File: config.mk
export PLATFORM = sky130hd
export DESIGN_NAME = multi_button_debounce_hold_top
export DESIGN_NICKNAME = d
export VERILOG_FILES = /design/src/mbdh_pkg.sv /design/src/multi_button_debounce_hold_top.sv /design/src/mbdh_cfg.sv /design/src/mbdh_lane.sv
export SDC_FILE = /design/constraint.sdc
export NUM_CORES = 1
export LEC_CHECK = 0
export BUFFER_PORTS_ARGS = -buffer_cell sky130_fd_sc_hd__clkbuf_2
export CORE_MARGIN = 8
export CORE_UTILIZATION = 40
export DETAILED_ROUTE_END_ITERATION = 6
export PLACE_DENSITY = 0.66
export SETUP_SLACK_MARGIN = 0.2
export SLEW_MARGIN = 40
export SYNTH_ARGS = -nofsm -noshare
export SYNTH_HDL_FRONTEND = slang
export SYNTH_SLANG_ARGS = --single-unit
export TNS_END_PERCENT = 1
File: constraint.sdc
create_clock -name clk -period 6.2 [get_ports clk]
set_input_delay 0.31 -clock clk [delete_from_list [all_inputs] [get_ports clk]]
set_output_delay 0.31 -clock clk [all_outputs]
set_load 0.01 [all_outputs]
File: src/mbdh_pkg.sv
`default_nettype none

package mbdh_pkg;

  // configuration port
  localparam int CFG_IDX_W  = 3;
  localparam int CFG_TICK_W = 16;

  // register indexes
  localparam logic [CFG_IDX_W-1:0] REG_DEBOUNCE_TICKS = 3'd0;
  localparam logic [CFG_IDX_W-1:0] REG_HOLD_TICKS     = 3'd1;
  localparam logic [CFG_IDX_W-1:0] REG_PRESSED_LEVEL  = 3'd2;
  localparam logic [CFG_IDX_W-1:0] REG_DOWN_ENABLE    = 3'd3;
  localparam logic [CFG_IDX_W-1:0] REG_HOLD_ENABLE    = 3'd4;
  localparam logic [CFG_IDX_W-1:0] REG_UP_ENABLE      = 3'd5;

  // reset values, masks cut down to the button count where used
  localparam logic [CFG_TICK_W-1:0] DEBOUNCE_RST    = 16'd50;
  localparam logic [CFG_TICK_W-1:0] HOLD_RST        = 16'd3000;
  localparam logic [31:0]           PRESSED_LVL_RST = 32'd0;
  localparam logic [31:0]           DOWN_EN_RST     = 32'd15;
  localparam logic [31:0]           HOLD_EN_RST     = 32'd8;
  localparam logic [31:0]           UP_EN_RST       = 32'd0;

  // events of one button for one tick
  typedef struct packed {
    logic press;
    logic hold;
    logic release_ev;
    logic down;
  } lane_evt_t;

endpackage

`default_nettype wire

File: src/multi_button_debounce_hold_top.sv
`default_nettype none

// multi-button debouncer with hold and hold repeat
// - input channel: one beat per timer tick, in_pin_levels holds the raw pin
//   level of each button (bit i is button i); in_valid / in_stall handshake
// - result channel: exactly one beat per input beat with press, hold and
//   release event bits (gated by the enable masks) and the debounced down
//   state after that tick; out_valid / out_stall handshake
// - config channel: cfg_valid / cfg_ready with cfg_index and cfg_wdata;
//   cfg_ready is always high, write only while no tick is in flight
// - pipeline: an accepted tick is held in the input register, then the
//   per-button update writes its result into the result register, from
//   which its result beat is taken
// - throughput: one tick per cycle while out_stall is low; the per-button
//   compare and counter step between input and result register sets it
// - stall: while out_stall holds a result, the input register keeps its
//   beat and in_stall goes high only when that register is also full
// - reset: all buttons go to the up state, counters to zero, registers to
//   their reset values, both pipeline registers empty
module multi_button_debounce_hold_top #(
  parameter int NUM_BUTTONS = 4,
  parameter int COUNT_BITS  = 16,
  parameter int CFG_W       = (NUM_BUTTONS > 16) ? NUM_BUTTONS : 16
) (
  input  wire logic                           clk,
  input  wire logic                           rst_n,
  // tick channel
  input  wire logic                           in_valid,
  output      logic                           in_stall,
  input  wire logic [NUM_BUTTONS-1:0]         in_pin_levels,
  // result channel
  output      logic                           out_valid,
  input  wire logic                           out_stall,
  output      logic [NUM_BUTTONS-1:0]         out_press_events,
  output      logic [NUM_BUTTONS-1:0]         out_hold_events,
  output      logic [NUM_BUTTONS-1:0]         out_release_events,
  output      logic [NUM_BUTTONS-1:0]         out_debounced_down,
  // config channel
  input  wire logic                           cfg_valid,
  output      logic                           cfg_ready,
  input  wire logic [mbdh_pkg::CFG_IDX_W-1:0] cfg_index,
  input  wire logic [CFG_W-1:0]               cfg_wdata
);
  import mbdh_pkg::*;

  logic [COUNT_BITS-1:0]  dload;
  logic [COUNT_BITS-1:0]  hload;
  logic [NUM_BUTTONS-1:0] pressed_lvl;
  logic [NUM_BUTTONS-1:0] down_en;
  logic [NUM_BUTTONS-1:0] hold_en;
  logic [NUM_BUTTONS-1:0] up_en;

  // input register
  logic                   s1_valid_r;
  logic                   s1_valid_nxt;
  logic [NUM_BUTTONS-1:0] pins_r;

  // result register
  logic                   out_valid_r;
  logic [NUM_BUTTONS-1:0] press_r;
  logic [NUM_BUTTONS-1:0] hold_r;
  logic [NUM_BUTTONS-1:0] release_r;
  logic [NUM_BUTTONS-1:0] down_r;

  logic                   advance;
  logic                   step;
  logic                   in_take;
  logic [NUM_BUTTONS-1:0] active;
  lane_evt_t              evt [NUM_BUTTONS];
  logic [NUM_BUTTONS-1:0] press_raw;
  logic [NUM_BUTTONS-1:0] hold_raw;
  logic [NUM_BUTTONS-1:0] release_raw;
  logic [NUM_BUTTONS-1:0] down_raw;

  mbdh_cfg #(
    .NUM_BUTTONS (NUM_BUTTONS),
    .COUNT_BITS  (COUNT_BITS),
    .CFG_W       (CFG_W)
  ) u_cfg (
    .clk         (clk),
    .rst_n       (rst_n),
    .cfg_valid   (cfg_valid),
    .cfg_ready   (cfg_ready),
    .cfg_index   (cfg_index),
    .cfg_wdata   (cfg_wdata),
    .dload       (dload),
    .hload       (hload),
    .pressed_lvl (pressed_lvl),
    .down_en     (down_en),
    .hold_en     (hold_en),
    .up_en       (up_en)
  );

  // result register can take a new beat when empty or being drained
  assign advance  = !out_valid_r || !out_stall;
  assign step     = s1_valid_r && advance;
  assign in_stall = s1_valid_r && !advance;
  assign in_take  = in_valid && !in_stall;

  // a button is active when its pin sits at the pressed level
  assign active = ~(pins_r ^ pressed_lvl);

  for (genvar b = 0; b < NUM_BUTTONS; b++) begin : g_lane
    mbdh_lane #(
      .COUNT_BITS (COUNT_BITS)
    ) u_lane (
      .clk    (clk),
      .rst_n  (rst_n),
      .step   (step),
      .active (active[b]),
      .dload  (dload),
      .hload  (hload),
      .evt    (evt[b])
    );
    assign press_raw[b]   = evt[b].press;
    assign hold_raw[b]    = evt[b].hold;
    assign release_raw[b] = evt[b].release_ev;
    assign down_raw[b]    = evt[b].down;
  end

  always_comb begin
    s1_valid_nxt = s1_valid_r;
    if (in_take) begin
      s1_valid_nxt = 1'b1;
    end else if (advance) begin
      s1_valid_nxt = 1'b0;
    end
  end

  always_ff @(posedge clk) begin
    if (!rst_n) begin
      s1_valid_r  <= 1'b0;
      out_valid_r <= 1'b0;
    end else begin
      s1_valid_r <= s1_valid_nxt;
      if (advance) begin
        out_valid_r <= s1_valid_r;
      end
    end
  end

  // payload registers, no reset needed
  always_ff @(posedge clk) begin
    if (in_take) begin
      pins_r <= in_pin_levels;
    end
    if (step) begin
      press_r   <= press_raw & down_en;
      hold_r    <= hold_raw & hold_en;
      release_r <= release_raw & up_en;
      down_r    <= down_raw;
    end
  end

  assign out_valid          = out_valid_r;
  assign out_press_events   = press_r;
  assign out_hold_events    = hold_r;
  assign out_release_events = release_r;
  assign out_debounced_down = down_r;

`ifndef SYNTH
  a_tick_reaches_result: assert property (@(posedge clk) disable iff (!rst_n)
    step |=> out_valid_r)
    else $error("ticked beat did not reach the result register");

  a_no_press_and_release: assert property (@(posedge clk) disable iff (!rst_n)
    out_valid_r |-> ((out_press_events & out_release_events) == '0))
    else $error("press and release on the same button in one beat");

  a_press_means_down: assert property (@(posedge clk) disable iff (!rst_n)
    out_valid_r |-> ((out_press_events & ~out_debounced_down) == '0))
    else $error("press reported for a button that is not down");

  a_full_pipe_stalls: assert property (@(posedge clk) disable iff (!rst_n)
    (s1_valid_r && out_valid_r && out_stall) |=> (s1_valid_r && $stable(pins_r)))
    else $error("input register lost its beat under a stall");
`endif

endmodule

`default_nettype wire

File: src/mbdh_cfg.sv
`default_nettype none

module mbdh_cfg #(
  parameter int NUM_BUTTONS = 4,
  parameter int COUNT_BITS  = 16,
  parameter int CFG_W       = 16
) (
  input  wire logic                           clk,
  input  wire logic                           rst_n,
  input  wire logic                           cfg_valid,
  output      logic                           cfg_ready,
  input  wire logic [mbdh_pkg::CFG_IDX_W-1:0] cfg_index,
  input  wire logic [CFG_W-1:0]               cfg_wdata,
  output      logic [COUNT_BITS-1:0]          dload,
  output      logic [COUNT_BITS-1:0]          hload,
  output      logic [NUM_BUTTONS-1:0]         pressed_lvl,
  output      logic [NUM_BUTTONS-1:0]         down_en,
  output      logic [NUM_BUTTONS-1:0]         hold_en,
  output      logic [NUM_BUTTONS-1:0]         up_en
);
  import mbdh_pkg::*;

  logic [CFG_TICK_W-1:0]    debounce_r;
  logic [CFG_TICK_W-1:0]    hold_ticks_r;
  logic [NUM_BUTTONS-1:0]   pressed_lvl_r;
  logic [NUM_BUTTONS-1:0]   down_en_r;
  logic [NUM_BUTTONS-1:0]   hold_en_r;
  logic [NUM_BUTTONS-1:0]   up_en_r;
  logic [CFG_TICK_W+31:0]   dload_wide;
  logic [CFG_TICK_W+31:0]   hload_wide;

  assign cfg_ready = 1'b1;

  always_ff @(posedge clk) begin
    if (!rst_n) begin
      debounce_r    <= DEBOUNCE_RST;
      hold_ticks_r  <= HOLD_RST;
      pressed_lvl_r <= PRESSED_LVL_RST[NUM_BUTTONS-1:0];
      down_en_r     <= DOWN_EN_RST[NUM_BUTTONS-1:0];
      hold_en_r     <= HOLD_EN_RST[NUM_BUTTONS-1:0];
      up_en_r       <= UP_EN_RST[NUM_BUTTONS-1:0];
    end else if (cfg_valid && cfg_ready) begin
      case (cfg_index)
        REG_DEBOUNCE_TICKS: debounce_r    <= cfg_wdata[CFG_TICK_W-1:0];
        REG_HOLD_TICKS:     hold_ticks_r  <= cfg_wdata[CFG_TICK_W-1:0];
        REG_PRESSED_LEVEL:  pressed_lvl_r <= cfg_wdata[NUM_BUTTONS-1:0];
        REG_DOWN_ENABLE:    down_en_r     <= cfg_wdata[NUM_BUTTONS-1:0];
        REG_HOLD_ENABLE:    hold_en_r     <= cfg_wdata[NUM_BUTTONS-1:0];
        REG_UP_ENABLE:      up_en_r       <= cfg_wdata[NUM_BUTTONS-1:0];
        default: ;
      endcase
    end
  end

  // load values fit to the counter width
  assign dload_wide  = {32'd0, debounce_r};
  assign hload_wide  = {32'd0, hold_ticks_r};
  assign dload       = dload_wide[COUNT_BITS-1:0];
  assign hload       = hload_wide[COUNT_BITS-1:0];
  assign pressed_lvl = pressed_lvl_r;
  assign down_en     = down_en_r;
  assign hold_en     = hold_en_r;
  assign up_en       = up_en_r;

endmodule

`default_nettype wire

File: src/mbdh_lane.sv
`default_nettype none

module mbdh_lane #(
  parameter int COUNT_BITS = 16
) (
  input  wire logic                  clk,
  input  wire logic                  rst_n,
  input  wire logic                  step,
  input  wire logic                  active,
  input  wire logic [COUNT_BITS-1:0] dload,
  input  wire logic [COUNT_BITS-1:0] hload,
  output      mbdh_pkg::lane_evt_t   evt
);
  import mbdh_pkg::*;

  localparam logic [1:0] PH_UP      = 2'd0;
  localparam logic [1:0] PH_FALLING = 2'd1;
  localparam logic [1:0] PH_DOWN    = 2'd2;
  localparam logic [1:0] PH_RISING  = 2'd3;

  localparam logic [COUNT_BITS-1:0] CNT_ZERO = '0;
  localparam logic [COUNT_BITS-1:0] CNT_ONE  = COUNT_BITS'(1);

  logic [1:0]            phase_r;
  logic [1:0]            phase_nxt;
  logic [COUNT_BITS-1:0] settle_r;
  logic [COUNT_BITS-1:0] settle_nxt;
  logic [COUNT_BITS-1:0] hold_r;
  logic [COUNT_BITS-1:0] hold_nxt;

  always_comb begin
    phase_nxt      = phase_r;
    settle_nxt     = settle_r;
    hold_nxt       = hold_r;
    evt.press      = 1'b0;
    evt.hold       = 1'b0;
    evt.release_ev = 1'b0;
    case (phase_r)
      PH_UP: begin
        if (active) begin
          settle_nxt = dload;
          phase_nxt  = PH_FALLING;
        end
      end
      PH_FALLING: begin
        if (settle_r == CNT_ZERO) begin
          if (active) begin
            phase_nxt = PH_DOWN;
            evt.press = 1'b1;
            hold_nxt  = hload;
          end else begin
            phase_nxt = PH_UP;
          end
        end else begin
          settle_nxt = settle_r - CNT_ONE;
        end
      end
      PH_DOWN: begin
        if (active) begin
          if (hold_r == CNT_ZERO) begin
            // hold fired, repeat period is the debounce time
            hold_nxt = dload;
            evt.hold = 1'b1;
          end else begin
            hold_nxt = hold_r - CNT_ONE;
          end
        end else begin
          phase_nxt  = PH_RISING;
          settle_nxt = dload;
          hold_nxt   = hload;
        end
      end
      PH_RISING: begin
        if (settle_r == CNT_ZERO) begin
          if (active) begin
            phase_nxt = PH_DOWN;
          end else begin
            phase_nxt      = PH_UP;
            evt.release_ev = 1'b1;
          end
        end else begin
          settle_nxt = settle_r - CNT_ONE;
        end
      end
      default: begin
        phase_nxt = PH_UP;
      end
    endcase
    evt.down = (phase_nxt == PH_DOWN);
  end

  always_ff @(posedge clk) begin
    if (!rst_n) begin
      phase_r  <= PH_UP;
      settle_r <= CNT_ZERO;
      hold_r   <= CNT_ZERO;
    end else if (step) begin
      phase_r  <= phase_nxt;
      settle_r <= settle_nxt;
      hold_r   <= hold_nxt;
    end
  end

`ifndef SYNTH
  a_press_from_settled_fall: assert property (@(posedge clk) disable iff (!rst_n)
    evt.press |-> (phase_r == PH_FALLING && settle_r == CNT_ZERO && active))
    else $error("press without a settled falling phase");

  a_settle_counts_down: assert property (@(posedge clk) disable iff (!rst_n)
    (step && (phase_r == PH_FALLING || phase_r == PH_RISING) && settle_r != CNT_ZERO)
      |=> (settle_r == $past(settle_r) - CNT_ONE && phase_r == $past(phase_r)))
    else $error("settle counter did not count down");

  a_idle_holds_state: assert property (@(posedge clk) disable iff (!rst_n)
    !step |=> ($stable(phase_r) && $stable(settle_r) && $stable(hold_r)))
    else $error("lane state moved without a tick");
`endif

endmodule

`default_nettype wire
==> flow_summary.json <==
{
  "clk-insertion-delay-late_ns": 0.53,
  "ys_ff_latch": 206,
  "wl_per_cell_um": 19.4,
  "ys.flop_type": "dfxtp_1",
  "layout-drive-gt1-share_pct": 9.11,
  "syn2layout_area_growth_pct": 11.2,
  "powerDensity_nw_per_um2": 268,
  "slew_viol_final": 0,
  "syn_nets": 1600,
  "setup_viol": 0,
  "multiInputGateArea_um2": 6920,
  "timing.setup.tns_ns": 0,
  "required_ns": 6.64,
  "clk_path_buf_depth": 3,
  "period_share_pct": 47.6,
  "rows": 63,
  "worst-setup-path-type": "reg2reg",
  "arrival_ns": 3.40,
  "avgSynthCellArea_um2": 7.58,
  "die_h_um": 188,
  "min_path_type": "in2reg",
  "critical_path.max_fanout": 20,
  "cts.clk_slew.worst_paths_ns": 0.06,
  "synth-edff-count": 20,
  "initial_core_util_pct": 40.2,
  "ir_drop_mv": 0.198,
  "dieArea_um2": 35200,
  "gp_congestion": 0.861,
  "io_buffers": 45,
  "tightest_slew_ns": 0.864,
  "cts-root-buf": "clkbuf_16",
  "endpoint_kind": "flip-flop",
  "track_usage_pct": 20.4,
  "core_area_um2": 29300,
  "grt_pass1_wl_um": 58800,
  "synthTopCellsByArea": "dfxtp_1 32%, nand2_1 8.4%, a21oi_1 5.4%",
  "routed_wl_um": 37600,
  "drtAntennaViolNets": 0,
  "numCtsBuffers": 24,
  "dpl-instance-area_um2": 12200,
  "seq_area_frac_synth_pct": 36.6,
  "fin_crit_ns": 2.95,
  "yosysTopAreaCell": "dfxtp_1",
  "maxCapViolCount": 0,
  "drtIter0Drc": 1184,
  "ff_latch_area_um2": 4320,
  "die_w_um": 188,
  "vias_per_cell": 6.04,
  "vias": 11700,
  "fin_area_um2": 13100,
  "synth_cells": 1556,
  "clock_skew_ns": 0.0208,
  "grt_max_degree": 85,
  "grt_pass1_vias": 10700,
  "clkSinkCount": 206,
  "cts_setup_buffers": 0,
  "fill_cells": 2971,
  "final_common_cell": "nand2_1",
  "remaining_drc_errors": 0,
  "rsz0062_at_grt": "false",
  "syn-cell-area_um2": 11800,
  "hpwl_um": 24300,
  "layout_common_cells": "263 x nand2_1, 186 x dfxtp_1, 128 x a21oi_1",
  "overflow": 0,
  "yosysWarningCount": 0,
  "relSlewSlack_pct": 42.4,
  "power.leakage_nw": 4.91,
  "htreeDepth": 1,
  "status": "finished, final reports clean",
  "setup.worst_path.start_class": "flip-flop",
  "synth_cell_types": 79,
  "dr.pass1.iters": 6,
  "tritoncts": "yes",
  "nNetsFinal": 1574,
  "ios": 47,
  "fmax_mhz": 339,
  "hold_violations": 0,
  "netlist.area_leader.share_pct": 31.6,
  "async_flop_share_pct": 0,
  "antenna_found_initial": 0
}
synth_stat cells, drive strengths merged (6+ instances only):
| cell | instances |
|---|---|
| xor2 | 20 |
| o22ai | 9 |
| o31ai | 11 |
| o21a | 7 |
| nor2 | 96 |
| a31oi | 57 |
| a21oi | 129 |
| o211ai | 51 |
| edfxtp | 20 |
| o21ai | 130 |
| a22oi | 14 |
| or4 | 13 |
| or2 | 6 |
| a211oi | 6 |
| nand2 | 263 |
| nand4 | 8 |
| or3 | 31 |
| ha | 16 |
| nand4b | 10 |
| and3 | 9 |
| nor2b | 9 |
| clkbuf | 88 |
| nor4 | 23 |
| nor3 | 53 |
| nor3b | 11 |
| dfxtp | 186 |
| xnor2 | 25 |
| nand3 | 69 |
| buf | 29 |
| a21o | 7 |
| o32ai | 8 |
| inv | 39 |
| nand2b | 8 |
| mux2i | 26 |
| nor4b | 6 |
stage by stage:
step / total power, mW / setup WS, ns / util, % / hold slack [ns] / std cells
floorplan: 1.88 / 3.94 / - / 0.409 / 1556
global placement: 2.01 / 3.02 / 41.4 / 0.445 / 1888
detailed placement: 2.03 / 3.28 / 41.7 / 0.454 / 1890
CTS: 3.52 / 3.28 / 44.7 / 0.00364 / 1938
global route: 3.65 / 3.09 / 44.7 / 0.0320 / 1938
finish: 3.51 / 3.25 / 44.7 / 0.0207 / 1939
where the power goes:
part / switching (mW) / internal [mW] / total, mW / leakage, nW
clock: 0.575 / 0.920 / 1.50 / 0.412
sequential: 0.0600 / 1.38 / 1.44 / 1.70
combinational: 0.380 / 0.194 / 0.574 / 2.80
total: 1.02 / 2.50 / 3.51 / 4.91
final timing paths:
check,depth (start not counted),end,slack [ns],from
setup / recovery,6,g_lane[1].u_lane.hold_r[14],3.25,g_lane[1].u_lane.hold_r[7]
hold / removal,3,u_cfg.dload[4],0.02,cfg_wdata[4]
setup reg to reg,6,g_lane[1].u_lane.hold_r[14],3.25,g_lane[1].u_lane.hold_r[7]
hold reg to reg,2,g_lane[2].u_lane.settle_r[1],0.47,g_lane[2].u_lane.settle_r[1]
cells by family (layout without fill, tap and decap cells):
family / after synthesis / count (layout) / share of synthesized area [%]
flops: 206 / 206 / 36.6
buf+inv: 157 / 149 / 5.36
fa+ha+maj: 16 / 16 / 1.70
mux: 30 / 30 / 2.59
xor+xnor: 47 / 47 / 3.73
simple gates: 632 / 632 / 25.8
other cells: 1 / 2 / 0.0318
compound gates: 467 / 467 / 24.2
final cells by class:
cell class	instances	area share (%)
diodes	1	0.0191
flip-flops and latches	206	33.0
multi-input cells	1193	52.7
inverters	40	1.14
well taps	390	3.72
repair buffers	65	3.04
clock inverters	9	0.935
clock buffers	35	5.44
worst max-delay path, cell delays in order (launching register included):
cell and delay (ns):
dfxtp_1 0.36, nor4_1 0.69, nand4_1 0.84, nor2_1 0.60
a22o_1 0.20, a21oi_1 0.04, a21oi_1 0.14
state kept, by name (all words and copies together), names as in the netlist, 8 cells and up:
| signal | cells |
|---|---|
| g_lane.u_lane.hold_r | 64 |
| g_lane.u_lane.settle_r | 64 |
| u_cfg.dload | 16 |
| u_cfg.hload | 16 |
| g_lane.u_lane.phase_r | 8 |
per-layer routing:
| metal | vias up | wire (um) | track usage (%) |
|---|---|---|---|
| li1 | 5604 | - | - |
| met1 | 5545 | 16400 | 27.8 |
| met2 | 482 | 16300 | 31.0 |
| met3 | 85 | 3400 | 4.33 |
| met4 | 0 | 1500 | 8.42 |
| met5 | - | 0 | 0 |
repair_timing:
| action | 4_1_cts | 5_1_grt |
|---|---|---|
| hold buffers | 4 | 0 |
| resized for setup | 0 | 0 |
| endpoints found under the setup margin | 0 | 0 |
| endpoints found under the hold margin | 4 | 0 |
Power figures use the tool's default switching activity.
